===== config.mk =====
export PLATFORM = sky130hd
export DESIGN_NAME = symbol_frequency_ranker_top
export DESIGN_NICKNAME = d
export VERILOG_FILES = /design/src/hdl/sfr_pkg.sv /design/src/hdl/sfr_ram.sv /design/src/hdl/sfr_div.sv /design/src/hdl/sfr_ctrl.sv /design/src/hdl/sfr_datapath.sv /design/src/hdl/symbol_frequency_ranker_top.sv
export SDC_FILE = /design/constraint.sdc
export NUM_CORES = 2
export LEC_CHECK = 0
export BUFFER_PORTS_ARGS = -buffer_cell sky130_fd_sc_hd__buf_2
export CAP_MARGIN = 20
export CORE_MARGIN = 5
export CORE_UTILIZATION = 24
export DETAILED_ROUTE_END_ITERATION = 8
export PLACE_DENSITY = 0.48
export SYNTH_ARGS = -nofsm -noshare
export SYNTH_HDL_FRONTEND = slang
export SYNTH_SLANG_ARGS = --single-unit
export TNS_END_PERCENT = 20

===== constraint.sdc =====
create_clock -name clk -period 17.25 [get_ports clk]
set_input_delay 3.45 -clock clk [delete_from_list [all_inputs] [get_ports clk]]
set_output_delay 3.45 -clock clk [all_outputs]
set_load 0.01 [all_outputs]

===== src/hdl/sfr_pkg.sv =====
`timescale 1ns / 1ps
`default_nettype none

package sfr_pkg;

    // histogram size and counter width
    localparam int SYMBOLS     = 100;
    localparam int COUNT_WIDTH = 16;

    // share in hundredths of a percent
    localparam int SHARE_SCALE = 10000;
    localparam int SCALE_W     = 14;

    localparam int IDX_W  = $clog2(SYMBOLS);
    localparam int CUR_W  = $clog2(SYMBOLS + 1);
    localparam int DIVD_W = COUNT_WIDTH + SCALE_W;
    localparam int DCNT_W = $clog2(DIVD_W);

    localparam int OP_W    = 3;
    localparam int SYM_W   = 7;
    localparam int OCC_W   = 16;
    localparam int SHARE_W = 14;

    typedef logic [OP_W-1:0]        op_t;
    typedef logic [SYM_W-1:0]       sym_t;
    typedef logic [OCC_W-1:0]       occ_t;
    typedef logic [SHARE_W-1:0]     share_t;
    typedef logic [COUNT_WIDTH-1:0] cnt_t;
    typedef logic [IDX_W-1:0]       idx_t;
    typedef logic [CUR_W-1:0]       cur_t;
    typedef logic [DIVD_W-1:0]      prod_t;
    typedef logic [DCNT_W-1:0]      dcnt_t;

    localparam op_t OP_CLEAR      = 3'd0;
    localparam op_t OP_ADD        = 3'd1;
    localparam op_t OP_NEXT_ORDER = 3'd2;
    localparam op_t OP_NEXT_FREQ  = 3'd3;
    localparam op_t OP_REWIND     = 3'd4;

    localparam cnt_t  CNT_MAX   = {COUNT_WIDTH{1'b1}};
    localparam cur_t  SYM_END   = cur_t'(SYMBOLS);
    localparam prod_t SCALE_P   = prod_t'(SHARE_SCALE);

    // controller to datapath
    typedef struct packed {
        logic clear_all;
        logic rewind;
        logic add_read;
        logic add_write;
        logic scan_start;
        logic mode_freq;
        logic scan_step;
        logic mul_load;
        logic result_load;
    } ctl_cmd_t;

    // datapath to controller
    typedef struct packed {
        logic sym_ok;
        logic scan_done;
        logic div_busy;
        logic out_free;
    } dp_status_t;

endpackage

`default_nettype wire


===== src/hdl/sfr_ram.sv =====
`timescale 1ns / 1ps
`default_nettype none

module sfr_ram #(
    parameter int WIDTH = 16,
    parameter int DEPTH = 100
) (
    input  wire logic                     clk,
    input  wire logic                     we,
    input  wire logic [$clog2(DEPTH)-1:0] waddr,
    input  wire logic [WIDTH-1:0]         wdata,
    input  wire logic                     re,
    input  wire logic [$clog2(DEPTH)-1:0] raddr,
    output logic      [WIDTH-1:0]         rdata
);

    logic [WIDTH-1:0] mem [DEPTH];

    always_ff @(posedge clk)
    begin
        if (we)
        begin
            mem[waddr] <= wdata;
        end
        if (re)
        begin
            rdata <= mem[raddr];
        end
    end

endmodule

`default_nettype wire


===== src/hdl/sfr_div.sv =====
`timescale 1ns / 1ps
`default_nettype none

// restoring divider, one quotient bit a cycle
module sfr_div (
    input  wire logic          clk,
    input  wire logic          rst_n,
    input  wire logic          start,
    input  wire sfr_pkg::prod_t dividend,
    input  wire sfr_pkg::cnt_t  divisor,
    output logic               busy,
    output sfr_pkg::prod_t     quotient
);

    sfr_pkg::prod_t q_reg, q_next;
    sfr_pkg::cnt_t  rem_reg, rem_next;
    sfr_pkg::dcnt_t cnt_reg, cnt_next;
    logic           busy_reg, busy_next;

    logic [sfr_pkg::COUNT_WIDTH:0] trial;
    logic [sfr_pkg::COUNT_WIDTH:0] dsr_ext;

    always_comb
    begin
        q_next    = q_reg;
        rem_next  = rem_reg;
        cnt_next  = cnt_reg;
        busy_next = busy_reg;
        trial     = {rem_reg, q_reg[sfr_pkg::DIVD_W-1]};
        dsr_ext   = {1'b0, divisor};
        if (start)
        begin
            q_next    = dividend;
            rem_next  = '0;
            cnt_next  = '0;
            busy_next = 1'b1;
        end
        else if (busy_reg)
        begin
            if (trial >= dsr_ext)
            begin
                rem_next = sfr_pkg::cnt_t'(trial - dsr_ext);
                q_next   = {q_reg[sfr_pkg::DIVD_W-2:0], 1'b1};
            end
            else
            begin
                rem_next = sfr_pkg::cnt_t'(trial);
                q_next   = {q_reg[sfr_pkg::DIVD_W-2:0], 1'b0};
            end
            cnt_next = cnt_reg + 1'b1;
            if (cnt_reg == sfr_pkg::dcnt_t'(sfr_pkg::DIVD_W - 1))
            begin
                busy_next = 1'b0;
            end
        end
    end

    always_ff @(posedge clk or negedge rst_n)
    begin
        if (!rst_n)
        begin
            busy_reg <= 1'b0;
            cnt_reg  <= '0;
        end
        else
        begin
            busy_reg <= busy_next;
            cnt_reg  <= cnt_next;
        end
    end

    always_ff @(posedge clk)
    begin
        q_reg   <= q_next;
        rem_reg <= rem_next;
    end

    assign busy     = busy_reg;
    assign quotient = q_reg;

endmodule

`default_nettype wire


===== src/hdl/sfr_ctrl.sv =====
`timescale 1ns / 1ps
`default_nettype none

module sfr_ctrl (
    input  wire logic                clk,
    input  wire logic                rst_n,
    input  wire logic                in_valid,
    input  wire sfr_pkg::op_t        op,
    input  wire sfr_pkg::dp_status_t status,
    output logic                     in_stall,
    output sfr_pkg::ctl_cmd_t        cmd
);

    localparam logic [2:0] S_IDLE   = 3'd0;
    localparam logic [2:0] S_ADD    = 3'd1;
    localparam logic [2:0] S_SCAN   = 3'd2;
    localparam logic [2:0] S_MUL    = 3'd3;
    localparam logic [2:0] S_DIV    = 3'd4;
    localparam logic [2:0] S_RESULT = 3'd5;

    logic [2:0] state_reg, state_next;

    always_comb
    begin
        state_next = state_reg;
        cmd        = '0;
        case (state_reg)
            S_IDLE:
            begin
                if (in_valid)
                begin
                    case (op)
                        sfr_pkg::OP_CLEAR:
                        begin
                            cmd.clear_all = 1'b1;
                        end
                        sfr_pkg::OP_ADD:
                        begin
                            if (status.sym_ok)
                            begin
                                cmd.add_read = 1'b1;
                                state_next   = S_ADD;
                            end
                        end
                        sfr_pkg::OP_NEXT_ORDER:
                        begin
                            cmd.scan_start = 1'b1;
                            state_next     = S_SCAN;
                        end
                        sfr_pkg::OP_NEXT_FREQ:
                        begin
                            cmd.scan_start = 1'b1;
                            cmd.mode_freq  = 1'b1;
                            state_next     = S_SCAN;
                        end
                        sfr_pkg::OP_REWIND:
                        begin
                            cmd.rewind = 1'b1;
                        end
                        default:
                        begin
                            state_next = S_IDLE;
                        end
                    endcase
                end
            end
            S_ADD:
            begin
                cmd.add_write = 1'b1;
                state_next    = S_IDLE;
            end
            S_SCAN:
            begin
                cmd.scan_step = 1'b1;
                if (status.scan_done)
                begin
                    state_next = S_MUL;
                end
            end
            S_MUL:
            begin
                cmd.mul_load = 1'b1;
                state_next   = S_DIV;
            end
            S_DIV:
            begin
                if (!status.div_busy)
                begin
                    state_next = S_RESULT;
                end
            end
            S_RESULT:
            begin
                if (status.out_free)
                begin
                    cmd.result_load = 1'b1;
                    state_next      = S_IDLE;
                end
            end
            default:
            begin
                state_next = S_IDLE;
            end
        endcase
    end

    always_ff @(posedge clk or negedge rst_n)
    begin
        if (!rst_n)
        begin
            state_reg <= S_IDLE;
        end
        else
        begin
            state_reg <= state_next;
        end
    end

    assign in_stall = (state_reg != S_IDLE);

endmodule

`default_nettype wire


===== src/hdl/sfr_datapath.sv =====
`timescale 1ns / 1ps
`default_nettype none

module sfr_datapath (
    input  wire logic              clk,
    input  wire logic              rst_n,
    input  wire sfr_pkg::sym_t     symbol,
    input  wire sfr_pkg::ctl_cmd_t cmd,
    input  wire logic              out_stall,
    output sfr_pkg::dp_status_t    status,
    output logic                   out_valid,
    output sfr_pkg::sym_t          out_symbol,
    output sfr_pkg::occ_t          occurrences,
    output sfr_pkg::share_t        share_hundredths,
    output logic                   exhausted
);

    // per-entry flags: count nonzero, taken in frequency order
    logic [sfr_pkg::SYMBOLS-1:0] cnt_vld_reg, cnt_vld_next;
    logic [sfr_pkg::SYMBOLS-1:0] taken_reg, taken_next;

    sfr_pkg::cnt_t total_reg, total_next;
    sfr_pkg::cur_t cursor_reg, cursor_next;

    sfr_pkg::idx_t add_idx_reg, add_idx_next;

    // scan pipeline
    logic          mode_reg, mode_next;
    sfr_pkg::cur_t issue_reg, issue_next;
    logic          pend_vld_reg, pend_vld_next;
    sfr_pkg::idx_t pend_idx_reg, pend_idx_next;
    logic          found_reg, found_next;
    sfr_pkg::idx_t best_idx_reg, best_idx_next;
    sfr_pkg::cnt_t best_cnt_reg, best_cnt_next;

    logic              out_valid_reg, out_valid_next;
    sfr_pkg::sym_t     out_symbol_reg, out_symbol_next;
    sfr_pkg::occ_t     occ_reg, occ_next;
    sfr_pkg::share_t   share_reg, share_next;
    logic              exh_reg, exh_next;

    logic          ram_we;
    sfr_pkg::cnt_t ram_wdata;
    logic          ram_re;
    sfr_pkg::idx_t ram_raddr;
    sfr_pkg::cnt_t ram_rdata;

    logic           issue_live;
    logic           cand;
    logic           take;
    sfr_pkg::cnt_t  old_cnt;
    sfr_pkg::prod_t quotient;
    logic           div_busy;

    assign issue_live = (issue_reg != sfr_pkg::SYM_END);
    assign old_cnt    = cnt_vld_reg[add_idx_reg] ? ram_rdata : '0;

    assign ram_re    = cmd.add_read || (cmd.scan_step && issue_live);
    assign ram_raddr = cmd.add_read ? sfr_pkg::idx_t'(symbol) : sfr_pkg::idx_t'(issue_reg);
    assign ram_we    = cmd.add_write;
    assign ram_wdata = (old_cnt == sfr_pkg::CNT_MAX) ? old_cnt : old_cnt + 1'b1;

    // candidate entry in the compare stage
    assign cand = pend_vld_reg && cnt_vld_reg[pend_idx_reg]
                  && (!mode_reg || !taken_reg[pend_idx_reg]);
    assign take = cand && (mode_reg ? (!found_reg || ram_rdata > best_cnt_reg) : !found_reg);

    sfr_ram #(
        .WIDTH (sfr_pkg::COUNT_WIDTH),
        .DEPTH (sfr_pkg::SYMBOLS)
    ) u_cnt_ram (
        .clk   (clk),
        .we    (ram_we),
        .waddr (add_idx_reg),
        .wdata (ram_wdata),
        .re    (ram_re),
        .raddr (ram_raddr),
        .rdata (ram_rdata)
    );

    sfr_div u_div (
        .clk      (clk),
        .rst_n    (rst_n),
        .start    (cmd.mul_load),
        .dividend (sfr_pkg::prod_t'(best_cnt_reg) * sfr_pkg::SCALE_P),
        .divisor  (total_reg),
        .busy     (div_busy),
        .quotient (quotient)
    );

    always_comb
    begin
        cnt_vld_next    = cnt_vld_reg;
        taken_next      = taken_reg;
        total_next      = total_reg;
        cursor_next     = cursor_reg;
        add_idx_next    = add_idx_reg;
        mode_next       = mode_reg;
        issue_next      = issue_reg;
        pend_vld_next   = pend_vld_reg;
        pend_idx_next   = pend_idx_reg;
        found_next      = found_reg;
        best_idx_next   = best_idx_reg;
        best_cnt_next   = best_cnt_reg;
        out_valid_next  = out_valid_reg;
        out_symbol_next = out_symbol_reg;
        occ_next        = occ_reg;
        share_next      = share_reg;
        exh_next        = exh_reg;

        if (out_valid_reg && !out_stall)
        begin
            out_valid_next = 1'b0;
        end

        if (cmd.clear_all)
        begin
            cnt_vld_next = '0;
            taken_next   = '0;
            total_next   = '0;
            cursor_next  = '0;
        end

        if (cmd.rewind)
        begin
            taken_next  = '0;
            cursor_next = '0;
        end

        if (cmd.add_read)
        begin
            add_idx_next = sfr_pkg::idx_t'(symbol);
        end

        if (cmd.add_write)
        begin
            cnt_vld_next[add_idx_reg] = 1'b1;
            if (total_reg != sfr_pkg::CNT_MAX)
            begin
                total_next = total_reg + 1'b1;
            end
        end

        if (cmd.scan_start)
        begin
            mode_next     = cmd.mode_freq;
            issue_next    = cmd.mode_freq ? '0 : cursor_reg;
            pend_vld_next = 1'b0;
            found_next    = 1'b0;
            best_idx_next = '0;
            best_cnt_next = '0;
        end

        if (cmd.scan_step)
        begin
            pend_vld_next = issue_live;
            pend_idx_next = sfr_pkg::idx_t'(issue_reg);
            if (issue_live)
            begin
                issue_next = issue_reg + 1'b1;
            end
            if (take)
            begin
                found_next    = 1'b1;
                best_idx_next = pend_idx_reg;
                best_cnt_next = ram_rdata;
            end
        end

        if (cmd.result_load)
        begin
            out_valid_next  = 1'b1;
            out_symbol_next = sfr_pkg::sym_t'(best_idx_reg);
            occ_next        = sfr_pkg::occ_t'(best_cnt_reg);
            exh_next        = !found_reg;
            if (total_reg == '0)
            begin
                share_next = '0;
            end
            else if (quotient > sfr_pkg::SCALE_P)
            begin
                share_next = sfr_pkg::share_t'(sfr_pkg::SHARE_SCALE);
            end
            else
            begin
                share_next = sfr_pkg::share_t'(quotient);
            end
            if (found_reg)
            begin
                if (mode_reg)
                begin
                    taken_next[best_idx_reg] = 1'b1;
                end
                else
                begin
                    cursor_next = sfr_pkg::cur_t'(best_idx_reg) + 1'b1;
                end
            end
            else if (!mode_reg)
            begin
                cursor_next = sfr_pkg::SYM_END;
            end
        end
    end

    always_ff @(posedge clk or negedge rst_n)
    begin
        if (!rst_n)
        begin
            cnt_vld_reg   <= '0;
            taken_reg     <= '0;
            total_reg     <= '0;
            cursor_reg    <= '0;
            pend_vld_reg  <= 1'b0;
            found_reg     <= 1'b0;
            out_valid_reg <= 1'b0;
        end
        else
        begin
            cnt_vld_reg   <= cnt_vld_next;
            taken_reg     <= taken_next;
            total_reg     <= total_next;
            cursor_reg    <= cursor_next;
            pend_vld_reg  <= pend_vld_next;
            found_reg     <= found_next;
            out_valid_reg <= out_valid_next;
        end
    end

    always_ff @(posedge clk)
    begin
        add_idx_reg    <= add_idx_next;
        mode_reg       <= mode_next;
        issue_reg      <= issue_next;
        pend_idx_reg   <= pend_idx_next;
        best_idx_reg   <= best_idx_next;
        best_cnt_reg   <= best_cnt_next;
        out_symbol_reg <= out_symbol_next;
        occ_reg        <= occ_next;
        share_reg      <= share_next;
        exh_reg        <= exh_next;
    end

    always_comb
    begin
        status.sym_ok    = (32'(symbol) < 32'(sfr_pkg::SYMBOLS));
        status.scan_done = !issue_live && !pend_vld_reg;
        status.div_busy  = div_busy;
        status.out_free  = !out_valid_reg || !out_stall;
    end

    assign out_valid        = out_valid_reg;
    assign out_symbol       = out_symbol_reg;
    assign occurrences      = occ_reg;
    assign share_hundredths = share_reg;
    assign exhausted        = exh_reg;

endmodule

`default_nettype wire


===== src/hdl/symbol_frequency_ranker_top.sv =====
`timescale 1ns / 1ps
`default_nettype none

// channel   direction  handshake             payload
// input     in         in_valid / in_stall   op, symbol
// output    out        out_valid / out_stall out_symbol, occurrences, share_hundredths,
//                                            exhausted
//
// clear and rewind are done as the beat is taken, an add reads the count ram, then writes back
// a report scans the count ram, one entry a cycle, then runs a bit-serial divide for
//   the share
// reset clears the per-symbol nonzero flags at once, so there is no clearing pass
// a finished report waits in the sequencer until a stalled beat drains from the output
// register; the input stays stalled meanwhile, so no add, clear or rewind beat is taken
module symbol_frequency_ranker_top (
    input  wire logic            clk,
    input  wire logic            rst_n,
    // input beats
    input  wire logic            in_valid,
    output logic                 in_stall,
    input  wire sfr_pkg::op_t    op,
    input  wire sfr_pkg::sym_t   symbol,
    // result beats
    output logic                 out_valid,
    input  wire logic            out_stall,
    output sfr_pkg::sym_t        out_symbol,
    output sfr_pkg::occ_t        occurrences,
    output sfr_pkg::share_t      share_hundredths,
    output logic                 exhausted
);

    // commands from the sequencer, status back from the datapath
    sfr_pkg::ctl_cmd_t   cmd;
    sfr_pkg::dp_status_t status;

    // sequencer: decodes the beat and steps the scan, divide and output hand-off
    sfr_ctrl u_ctrl (
        .clk      (clk),
        .rst_n    (rst_n),
        .in_valid (in_valid),
        .op       (op),
        .status   (status),
        .in_stall (in_stall),
        .cmd      (cmd)
    );

    // datapath: count ram, flags, scan pipeline, divider and output register
    sfr_datapath u_dp (
        .clk              (clk),
        .rst_n            (rst_n),
        .symbol           (symbol),
        .cmd              (cmd),
        .out_stall        (out_stall),
        .status           (status),
        .out_valid        (out_valid),
        .out_symbol       (out_symbol),
        .occurrences      (occurrences),
        .share_hundredths (share_hundredths),
        .exhausted        (exhausted)
    );

endmodule

`default_nettype wire


-- Word-level counts from Yosys, hierarchy flattened
Memories as Yosys holds them, arrays and structs flattened. A register that Yosys moved wholly into a read port is not among the register bits.
Cells that the tools add are included.
- add/sub/neg operators: 6
- $mul: 1
- magnitude comparators: 9
- equality and inequality tests: 19
- multiplexer cells: 81
- bitwise operators: 2
- reduce and logical (&&, ||, !) cells: 30
- operator list (kind ; count):
    $mux W100 ; 7
    $or A100 B100 Y100 ; 2
    $mux W16 ; 9
    $mux W7 ; 14
    $mux W30 ; 2
    $add A16 B1 Y16 const B ; 2
    $gt A30 B14 Y1 const B ; 1
    $mux W1 ; 30
    $mul A16 B10 Y26 const B ; 1
    $lt A7 B8 Y1 const B ; 3
    $bmux W1 S7 ; 3
    $mux W3 ; 7
    $ge A17 B16 Y1 ; 1
    $eq A16 B16 Y1 const B ; 1
    $gt A16 B16 Y1 ; 1
    $logic_not A16 Y1 ; 1
    $ne A16 B16 Y1 const B ; 1
    $sub A16 B16 Y16 ; 1
    $pmux W3 S5 ; 1
    $add A7 B1 Y7 const B ; 2
    $demux W1 S7 ; 2
    $ge A7 B1 Y1 const B ; 2
    $mux W14 ; 1
    $eq A3 B2 Y1 const B ; 4
    19 further kinds ; 49
- flip-flop bits (word level): 364
- bits in writable memories: 1600
- memories: 1
- memories (memory ; words ; width ; rd ports ; clocked after Yosys merged registers in ; write ports ; line ; text):
    u_dp.u_cnt_ram.mem ; 100 ; 16 ; 1 ; 1 ; 1 ; sfr_ram.sv:17 ; logic [WIDTH-1:0] mem [DEPTH];

-- Logic depth before layout (Yosys ltp)
- depth in word-level cells: 11
- depth in mapped cells: 21
- depth with buffers taken out: 21

-- Hierarchy
From an unflattened synthesis, not the netlist that was laid out.
- cells, all modules: 4632
- area total of the unflattened synthesis: 83223.6 um^2
- by module, submodules not included (module ; times used ; cells each ; area an instance (um^2) ; seq. area each (um^2)):
    sfr_ram ; 1 ; 2669 ; 61993.2 ; 48526.5
    sfr_datapath ; 1 ; 1640 ; 17885.9 ; 7847.5
    sfr_div ; 1 ; 286 ; 3055.4 ; 1371.3
    sfr_ctrl ; 1 ; 37 ; 289.0 ; 75.1

-- Least setup slack after synthesis
OpenSTA, ideal clock, no wires.
- path type: register -> register
- from: reg u_dp.add_idx_reg[0]
- to: mem u_dp.u_cnt_ram.mem[0][12], data pin
- setup time: 1079 ps
- data arrival time: 7578 ps
- data required time: 16171 ps
- path slack: 8593 ps
- cell stages (with the launch flop): 14
- buffers on the path: 4
- clock period less this slack: 8657 ps
- path through: edfxtp_1 -> buf_2 -> mux4_2 -> mux4_2 -> nand2_1 -> o21ai_0 -> a2111oi_0 -> clkbuf_1 -> buf_2 -> nor2_1 -> ha_1 -> and2_1 -> clkbuf_1 -> a311oi_1
- longest elaborated chain between the ends: 5
- elaborated cells on any way between the ends: 6
- classes of those cells: add/sub (1); eq/ne (1); mux (4)
- ends and longest elaborated chain (element ; line ; text):
    start, declared ; sfr_datapath.sv:25 ; sfr_pkg::idx_t add_idx_reg, add_idx_next;
    start signal, assigned ; sfr_datapath.sv:232 ; add_idx_reg <= add_idx_next;
    $bmux W1 S7 * ; sfr_datapath.sv:56 ; assign old_cnt = cnt_vld_reg[add_idx_reg] ? ram_rdata : '0;
    $mux W1 (not written as such) * ; sfr_datapath.sv:56 ;
    $mux W16 * ; sfr_datapath.sv:56 ;
    $add A16 B1 Y16 or $eq A16 B16 Y1 (tied branches) ; sfr_datapath.sv:61 ; assign ram_wdata = (old_cnt == sfr_pkg::CNT_MAX) ? old_cnt : old_cnt + 1'b1;
    $mux W16 * ; sfr_datapath.sv:61 ;
    via u_dp.ram_wdata[12] ; sfr_datapath.sv:43 ; sfr_pkg::cnt_t ram_wdata;
    end, declared ; sfr_ram.sv:17 ;
Mark *: on every way through the listed nets, which the timed path passes. The rest lies on a longest branch. The select of a mux whose other input is x is not followed.

-- Worst setup path in the final report
- from: in symbol[4]
- to: reg u_dp.u_cnt_ram.rdata[14] (read register of u_dp.u_cnt_ram.mem), data pin
- longest elaborated chain between the ends: 6
- elaborated cells on any way between the ends: 7
- classes of those cells: order compare (1); mux (5); reduce/logical (1)
- ends and longest elaborated chain (element ; line ; text):
    start, declared ; symbol_frequency_ranker_top.sv:22 ; input wire sfr_pkg::sym_t symbol,
    $lt A7 B7 Y1 ; sfr_datapath.sv:246 ; status.sym_ok = (32'(symbol) < 32'(sfr_pkg::SYMBOLS));
    $mux W1 ; sfr_ctrl.sv:39 ; if (status.sym_ok)
    $mux W1 ; sfr_ctrl.sv:32 ; case (op)
    $mux W3 ; sfr_ctrl.sv:30 ; if (in_valid)
    $mux W3 ; sfr_ctrl.sv:27 ; case (state_reg)
    $mux W7 or $logic_or A1 B1 Y1 (tied branches) ; sfr_datapath.sv:59, sfr_datapath.sv:58 ;
    end, declared ; sfr_ram.sv:14 ; output logic [WIDTH-1:0] rdata
Several ways; a longest one is shown, not always the timed one.
A chain may end at the register's enable or synchronous reset.

==> impl_results.md <==
- DP Cell Count: 10,600
- Psw: 5.58 mW
- HP Class: reg -> reg
- Endpoints failing setup: 0
- Yosys reg bits: 1,980
- Row count: between 200 and 250
- Main synth FF type: edfxtp_1
- Max-slew violations: 0
- DR pass1 iterations: 6
- Tmin final: 9160 ps
- Die width: around 600 µm
- Ys Warns: 0
- Inserted Clock Buffers: 211
- CP max FO: 142
- Comb power frac: 33.0%
- Seq/Total Area, Yosys: 69.5%
- Setup Buffers After CTS: 0
- Initial antenna violation count: 14
- Detailed placer's ending HPWL: 163,000 µm
- Share of async-settable or async-resettable flops after synthesis: 11.9%
- CP bufs+invs: 5
- Final GP Congestion: 0.847
- GRT overflow: 0
- Sequential power share: 37.8%
- Final core occ: around 28%
- Routed WL per cell: 24.5 µm
- Starting Density: 24.1%
- Via density: 4.86
- Area leader, netlist: edfxtp_1
- CTS max path bufs: 4
- Arr. time, crit path: 9910 ps
- Largest net degree at the start of global routing: 143
- Buffers on Ports: 53
- Worst-Skew Late Latency: 890 ps
- Slew of the pin with the lowest slew margin: 1270 ps
- TritonCTS Sinks: a little under 2,000
- Top post-synthesis cells by area: edfxtp_1 61%, dfrtp_1 7.1%, nand2_1 5.6%
- Syn Area/Cell: 13.6 µm²
- Peak VDD IR: between 0.1 and 0.15 mV
- Layout cells sized above 1: 13.3%
- Final hold violations: 0
- Critical path's largest stage delay: 780 ps
- Post-synth design cell area: 83,200 µm²
- Largest register FFs: 1,600
- Crit path max-delay family: buffers and inverters
- Outcome: completed
- Switching share of power: between 30% and 40%
- DR vias: approximately 53,000
- Core area: 346,000 µm²
- Final TNS setup: 0 ps
- Setup CP Type: in -> reg
- Root Buffer: clkbuf_16
- Post-DRT Antenna Nets: 0
- Routed WL: 269,000 µm
- Synthesis-to-finish area growth: 16.3%
- DIE AREA: 358,000 µm²
- Pwr Density: 157 nW/µm²
- Hold Buf Count CTS: 0
- # resized after CTS: 0
- CP cell instances: buf_2 -> o311ai_1 -> buf_4 -> a31o_2 -> and2_4 -> buf_12 -> buf_12 -> buf_4 -> mux2i_1 -> a32oi_1 -> a31oi_1 -> or4_1 -> nor4_1 -> and4_1
- CTS clk-pin slew, worst paths: 60 ps
- Fin crit share: 53.1%
- EDFF count, synth: 1,695
- Chip height: 599 µm
- Max Cap Viol: 0
- Slowest cell on crit path: o311ai_1
- DRT iter0 DRCs: 5,596
- Clk pwr share: 29.2%
- Fin cells: about 11,000
- Post-Syn Nets: 6,259
- WP data required: 18,000 ps
- GRT Total Usage: 14.5%
- CTS HTree Levels: 4
- TritonCTS clock tree: yes
- Drt drc: 0
- Post-synthesis cell count: just over 6,000
- Rel. slew slack: 15.0%
- IO Pins: 54
- RSZ-0062 raised after global routing: false
- Internal power: 9.61 mW
- Maximum clock frequency: between 0.1 and 0.15 GHz
- Vias in the first global route: 51,800
- Crit path capture type: flip-flop
- # nets final: 6,393
- Global-route wire length before repair: about 390,000 µm
- Startpoint Class: input port
- LEAKAGE: approximately 35 nW
- Post-synth top area share: about three fifths
- Setup Skew: 86.1 ps
- Synth cell types: 71
synthesized netlist by cell type (15+ instances only):
library cell,instances
buf_2,104
a311oi_1,28
o31ai_1,15
nor2_1,224
xnor2_1,36
a22o_1,53
a21oi_1,107
edfxtp_1,1695
nor2b_1,21
o21ai_0,148
nor4_1,40
buf_1,30
dfxtp_1,50
nor3_1,49
mux4_2,125
xor2_1,19
nand2_1,1250
clkbuf_1,205
a32oi_1,119
nand4_1,37
fa_1,36
a21o_1,118
nand3_1,338
and2_1,15
and3_1,99
inv_1,155
dfrtp_1,235
mux2i_1,225
o22ai_1,15
a31oi_1,172
ha_1,110
a211oi_1,62
a22oi_1,21
power by group through the flow:
stage                     Sequential, mW  Clock (mW)  Combinational (mW)
after detailed placement            5.84           0                4.99
final                               5.74        4.44                5.02
after global routing                5.76        4.73                5.48
after global placement              5.83           0                4.94
after CTS                           5.74        4.53                5.02
after floorplan                     5.68           0                3.26
worst reg2reg max path, cell delays in order, from the launching register on:
cell	delay [ps]
edfxtp_1	330
buf_4	210
buf_4	460
mux4_2	690
mux4_2	480
nand2_1	70
o21ai_0	120
a2111oi_2	740
buf_4	540
nor2_1	110
ha_1	290
and2_1	250
nand2_1	310
nand4_1	230
or3_1	410
a21oi_4	770
buf_4	720
path summary, 6_finish.rpt:
path	slack [ps]	depth (start not counted)	endpoint	start
max in group asynchronous	12250	3	u_dp.cnt_vld_reg[33]$_DFF_PN0_	rst_n
hold reg to reg	480	2	u_dp.taken_reg[54]$_DFF_PN0_	u_dp.taken_reg[54]$_DFF_PN0_
setup reg to reg	10050	16	u_dp.u_cnt_ram.mem[55][9]$_DFFE_PP_	u_dp.add_idx_reg[0]$_DFFE_PP_
hold / removal	480	2	u_dp.taken_reg[54]$_DFF_PN0_	u_dp.taken_reg[54]$_DFF_PN0_
min in group asynchronous	2690	1	u_dp.taken_reg[73]$_DFF_PN0_	rst_n
setup / recovery	8090	14	u_dp.u_cnt_ram.rdata[14]$_DFFE_PP_	symbol[4]
kinds of logic after synthesis:
family,share of synthesized area (%)
buffers and inverters,2.56
multiplexers,6.23
flip-flops,69.5
XOR/XNOR,0.579
AO/OA/AOI/OAI,7.54
AND/OR/NAND/NOR,11.1
adder cells (fa/ha/maj),2.52
metrics by stage:
stage / hold slack (ps) / power [mW] / worst slack, ps / instance area, µm²
finish: 478 / 15.2 / 8090 / 96800
global route: 498 / 16.0 / 8160 / 96800
global placement: 456 / 10.8 / 7150 / 89900
floorplan: 406 / 8.94 / 8590 / 83200
detailed placement: 465 / 10.8 / 7300 / 90000
CTS: 478 / 15.3 / 8210 / 96700
cell usage in the layout (no fill, tap or decap), drive strengths merged, types with 62 or more instances in the layout:
cell type and n:
a31oi 172, clkbuf 299, edfxtp 1695, a21o 118, clkinv 63, nand3 338
o21ai 149, nor2 225, mux2i 226, a32oi 119, a211oi 62, ha 110
a21oi 107, and3 99, mux4 125, buf 273, dfrtp 235, nand2 1250
inv 160
metal layers:
| layer | vias up | global-route usage, % | share of wire, % |
|---|---|---|---|
| met4 | 2 | 3.85 | 2.9 |
| li1 | 23100 | - | - |
| met1 | 27800 | 20.6 | 44 |
| met2 | 2068 | 22.7 | 45 |
| met3 | 376 | 2.73 | 7.4 |
| met5 | - | 0 | 0.0052 |
area by class of cell:
type                            count  area, µm²
Multi-Input combinational cell   3606      23900
Sequential cell                  1980      57800
Tap cell                         4578       5730
Antenna cell                        8       20.0
Timing Repair Buffer              276       2080
Clock buffer                      296       5890
Inverter                          158        593
Clock inverter                     83        737
Fill cell                       34900     249000
Power figures use the tool's default switching activity.
